### config.mk
export PLATFORM = sky130hd
export DESIGN_NAME = gbci_fifo
export DESIGN_NICKNAME = d
export VERILOG_FILES = /design/src/rtl/gbci_pkg.sv /design/src/rtl/gbci_fifo.sv
export SDC_FILE = /design/constraint.sdc
export NUM_CORES = 1
export LEC_CHECK = 0
export BUFFER_PORTS_ARGS = -buffer_cell sky130_fd_sc_hd__clkbuf_2
export CORE_ASPECT_RATIO = 0.8
export CORE_MARGIN = 2
export CORE_UTILIZATION = 25
export CTS_BUF_LIST = sky130_fd_sc_hd__clkbuf_8
export DETAILED_ROUTE_END_ITERATION = 10
export PLACE_DENSITY = 0.46
export REMOVE_ABC_BUFFERS = 1
export SETUP_SLACK_MARGIN = 0.2
export SLEW_MARGIN = 40
export SYNTH_ARGS = -nofsm -noshare
export SYNTH_HDL_FRONTEND = slang
export SYNTH_SLANG_ARGS = --single-unit
### constraint.sdc
create_clock -name clk_i -period 3.85 [get_ports clk_i]
set_clock_uncertainty 0.15 [all_clocks]
set_input_delay 0.1925 -clock clk_i [delete_from_list [all_inputs] [get_ports clk_i]]
set_output_delay 0.1925 -clock clk_i [all_outputs]
set_load 0.05 [all_outputs]
### src/rtl/gbci_pkg.sv
`timescale 1ns / 1ps
// ----------------------------------------------------------------------------
// gbci_pkg: shared types and constants of the gyro calibrate/integrate block
// Item layout between the front end and the back end, widths, register
// indexes and reset values.
// ----------------------------------------------------------------------------
package gbci_pkg;

  localparam int SAMPLE_W = 16;
  localparam int TARGET_W = 26;
  localparam int ANGLE_W  = 32;
  localparam int SUM_W    = 24;
  localparam int SCALE_W  = 24;
  localparam int TOL_W    = 31;
  localparam int CFG_W    = 31;

  // register indexes of the configuration port
  localparam logic [0:0] REG_ANGLE_SCALE = 1'b0;
  localparam logic [0:0] REG_TARGET_TOL  = 1'b1;

  localparam logic [SCALE_W-1:0] SCALE_RESET = 24'd1503238;
  localparam logic [TOL_W-1:0]   TOL_RESET   = 31'd131072;

  typedef logic signed [SAMPLE_W-1:0] sample_t;
  typedef logic signed [TARGET_W-1:0] target_t;
  typedef logic signed [ANGLE_W-1:0]  angle_t;
  typedef logic signed [SUM_W-1:0]    sum_t;

  // 999 degrees in Q16.16
  localparam angle_t END_ANGLE_RESET = 32'sd65470464;
  localparam angle_t ANGLE_MAX       = 32'sh7fff_ffff;
  localparam angle_t ANGLE_MIN       = 32'sh8000_0000;

  typedef enum logic {
    OP_SAMPLE = 1'b0,
    OP_TARGET = 1'b1
  } op_e;

  typedef struct packed {
    op_e     op;
    sample_t sample_x;
    sample_t sample_y;
    sample_t sample_z;
    target_t target_angle;
  } item_t;

endpackage

### src/rtl/gbci_fifo.sv
`timescale 1ns / 1ps
// ----------------------------------------------------------------------------
// gbci_fifo: item queue between front end and back end
// Small first-word-fall-through queue; DEPTH is a power of two, 2 to 16.
// ----------------------------------------------------------------------------
module gbci_fifo #(
  parameter int DEPTH = 4
) (
  input  logic             clk_i,
  input  logic             rst_ni,
  input  logic             wr_vld_i,
  output logic             wr_rdy_o,
  input  gbci_pkg::item_t  wr_item_i,
  output logic             rd_vld_o,
  input  logic             rd_rdy_i,
  output gbci_pkg::item_t  rd_item_o
);

  localparam int PTR_W = $clog2(DEPTH);

  gbci_pkg::item_t  mem_q [DEPTH];
  logic [PTR_W:0]   wptr_q, wptr_d;
  logic [PTR_W:0]   rptr_q, rptr_d;
  logic             full;
  logic             push;
  logic             pop;

  // full when pointers differ only in the wrap bit
  assign full     = (wptr_q[PTR_W] != rptr_q[PTR_W]) &&
                    (wptr_q[PTR_W-1:0] == rptr_q[PTR_W-1:0]);
  assign wr_rdy_o = !full;
  assign rd_vld_o = (wptr_q != rptr_q);
  assign push     = wr_vld_i && !full;
  assign pop      = rd_rdy_i && rd_vld_o;

  assign rd_item_o = mem_q[rptr_q[PTR_W-1:0]];

  always_comb begin
    wptr_d = push ? wptr_q + 1'b1 : wptr_q;
    rptr_d = pop  ? rptr_q + 1'b1 : rptr_q;
  end

  // advance pointers
  always_ff @(posedge clk_i or negedge rst_ni) begin
    if (!rst_ni) begin
      wptr_q <= '0;
      rptr_q <= '0;
    end else begin
      wptr_q <= wptr_d;
      rptr_q <= rptr_d;
    end
  end

  // store the beat
  always_ff @(posedge clk_i) begin
    if (push) begin
      mem_q[wptr_q[PTR_W-1:0]] <= wr_item_i;
    end
  end

endmodule

==> flow_metrics.env <==
export IMPL_num_vias=5558
export IMPL_cts_made_buffers=49
export IMPL_required_ns=3.51
export IMPL_drtPass1Iterations=4
export IMPL_synth_distinct_cells=23
export IMPL_min_period_ns=3.19
export IMPL_hold_viol_final=0
export IMPL_rr_worst_depth=4
export IMPL_synth_edf_count=300
export IMPL_n_antenna_cell=0
export IMPL_synthArstFlopShare=0.0196
export IMPL_netlist_area_um2=11300
export IMPL_fin_ws_ns=0.657
export IMPL_drc=0
export IMPL_nets=800
export IMPL_area_delta_synth_final_pct=28.6
export IMPL_clkLatencyLatePin_ns=0.59
export IMPL_gp_congestion=0.657
export IMPL_postCtsSetupBuffers=0
export IMPL_synth_ff_latch_count=306
export IMPL_nFillCells=4236
export IMPL_dr_first_iter_drc_count=274
export IMPL_die_w_um=242
export IMPL_power_density_nw_per_um2=817
export IMPL_cp_max_fo=47
export IMPL_cp_arrival_ns=2.85
export IMPL_grt_max_degree=79
export IMPL_timing_fmax_mhz=313
export IMPL_grt_pass1_wl_um=37900
export IMPL_root_buffer="clkbuf_8"
export IMPL_status="completed"
export IMPL_place_area_um2=12900
export IMPL_layout_drive_gt1_share=0.407
export IMPL_viasPerCell=4.10
export IMPL_htreeDepth=2
export IMPL_fp_coreArea_um2=44500
export IMPL_rsz0062_at_grt="no"
export IMPL_antenna_found_initial=1
export IMPL_hpwl_um=14300
export IMPL_cp_slowest_cell="dfrtp_4"
export IMPL_cpPeakStageDelay_ns=0.75
export IMPL_tightest_slew_ns=0.786
export IMPL_fin_crit_sh=0.829
export IMPL_min_path_cells=2
export IMPL_ys_warn_count=0
export IMPL_io_pins=156
export IMPL_die_area_um2=46900
export IMPL_cts_sinks=306
export IMPL_setup_viol=0
export IMPL_clkTransAtPathRegs_ns=0.06
export IMPL_dp_slack_ns=1.01
export IMPL_min_delay_path_class="input port to register"
export IMPL_multi_input_area_um2=2020
export IMPL_clockBufferDepth=3
export IMPL_startpoint_type="register"
export IMPL_start_util=0.254
export IMPL_power_leakage_nw=4.95
export IMPL_grt_use_total=0.107
export IMPL_cts_tree="built"
export IMPL_synth_avg_cell_area_um2=25.7
export IMPL_drt_wirelength_per_cell_um=18.1
export IMPL_die_h_um=194
export IMPL_ir_drop_v=0.000532
export IMPL_postRouteAntennaNets=0
export IMPL_fin_area_um2=14500
export IMPL_relSlewSlack=0.476
export IMPL_grt_pass1_vias=6385
export IMPL_path_class="register to output port"
export IMPL_endpoint_kind="output port"
export IMPL_io_buffers=155
export IMPL_seq_area_frac_synth=0.811
export IMPL_rows=69
export IMPL_maxCapViolCount=0
export IMPL_gr_total_overflow=0
export IMPL_ys_flop_type="edfxtp_1"
export IMPL_synth_cells=439
export IMPL_seq_area_um2=9170
export IMPL_wl_um=24600
export IMPL_timing_final_max_slew_violations=0
export IMPL_cp_cell_sequence="buf_4 > mux4_2 > clkbuf_2"
export IMPL_rrSetupSlack_ns=1.11
-- state kept, by name (all words and copies together), names as in the netlist --
name    flops
rptr_q      3
wptr_q      3
mem_q     300
-- power breakdown --
| part | internal (mW) | switching (mW) | total (mW) |
|---|---|---|---|
| clock network | 1.25 | 1.23 | 2.49 |
| registers | 4.44 | 0.221 | 4.66 |
| logic | 1.39 | 3.33 | 4.72 |
| total | 7.08 | 4.78 | 11.9 |
-- path summary, 6_finish.rpt --
path / from / endpoint
max reg2reg: rptr_q[1]$_DFFE_PN0P_ / mem_q[1][35]$_DFFE_PP_
max in group asynchronous: rst_ni / rptr_q[1]$_DFFE_PN0P_
min reg2reg: rptr_q[2]$_DFFE_PN0P_ / rptr_q[2]$_DFFE_PN0P_
max: rptr_q[1]$_DFFE_PN0P_ / rd_item_o[22]
min: wr_item_i[7] / mem_q[1][7]$_DFFE_PP_
min in group asynchronous: rst_ni / wptr_q[1]$_DFFE_PN0P_
-- worst max-delay path, delay by kind of cell, from the launching register on --
| family | cells | cell delay (ns) |
|---|---|---|
| buffers and inverters | 2 | 0.96 |
| flip-flops | 1 | 0.75 |
| multiplexers | 1 | 0.46 |
-- cell families after synthesis --
family,share of synthesized area
flops,0.811
mux,0.151
buf+inv,0.0116
compound gates,0.00820
xor+xnor,0.00831
simple gates,0.00432
fa+ha+maj,0.00554
-- cells in the final DEF (no fill, tap or decap) --
cell type      netlist  layout
xnor2_1              5       5
nand2_1              2       2
clkinv_1             0       9
a211oi_1             2       2
xor2_1               2       2
buf_4                2       6
bufinv_16            0       1
edfxtp_1           300     300
a21oi_1              4       4
mux2i_1              1       1
inv_1                3      24
nand3_1              2       2
mux4_2              75      75
clkinv_2             0       5
dfrtp_4              0       2
a31oi_4              0       1
dlygate4sd3_1        0      79
o31ai_1              4       4
clkinvlp_4           0       4
a31oi_1              1       1
ha_1                 5       5
clkbuf_2             0     155
and3_4               0       3
o311ai_0             1       1
xor2_2               2       2
dfrtp_1              6       4
nand2b_1             2       2
buf_12               0       4
clkbuf_8             0      49
-- stage by stage --
stage               hold slack, ns  setup TNS (ns)  total power, mW  instances  utilization
floorplan                   -0.253         -909.57             8.29        421            -
finish                       0.206               0             11.9       1357        0.326
CTS                          0.136               0             12.2       1357        0.326
detailed placement          -0.112               0             9.52       1189        0.289
global route                 0.162               0             12.5       1357        0.326
global placement            -0.115               0             9.45       1189        0.289
-- per-layer routing --
layer / routed length, µm / GRT usage / share of wire / vias up
met1: 9870 / 0.121 / 0.40 / 2897
met4: 854 / 0.0490 / 0.035 / 2
met3: 1190 / 0.0302 / 0.048 / 59
li1: - / - / - / 2459
met2: 12700 / 0.189 / 0.52 / 141
met5: 11 / 0 / 0.00045 / -
-- what timing repair did --
| item | in CTS | in global routing |
|---|---|---|
| gates resized for setup | 0 | 0 |
| endpoints found under the hold margin | 311 | 0 |
| hold buffers | 79 | 0 |
-- layout make-up --
type                            count  share of cell area
Clock buffer                       49              0.0465
Sequential cell                   306               0.631
Timing Repair Buffer              244               0.117
Inverter                            3            0.000776
Tap cell                          603              0.0520
Clock inverter                     40              0.0136
Multi-Input combinational cell    112               0.139
-- cells in the mapped netlist, types with 2 or more instances --
library cell	number	area, µm²
a211oi_1	2	15.0
a21oi_1	4	20.0
and3_1	3	18.8
buf_2	6	30.0
buf_4	2	15.0
buf_6	5	56.3
clkbuf_1	5	18.8
dfrtp_1	6	150
edfxtp_1	300	9010
ha_1	5	62.6
inv_1	3	11.3
mux4_2	75	1690
nand2_1	2	7.51
nand2b_1	2	12.5
nand3_1	2	10.0
o31ai_1	4	30.0
xnor2_1	5	43.8
xor2_1	2	17.5
xor2_2	2	32.5
(Power assumes the default switching activity.)
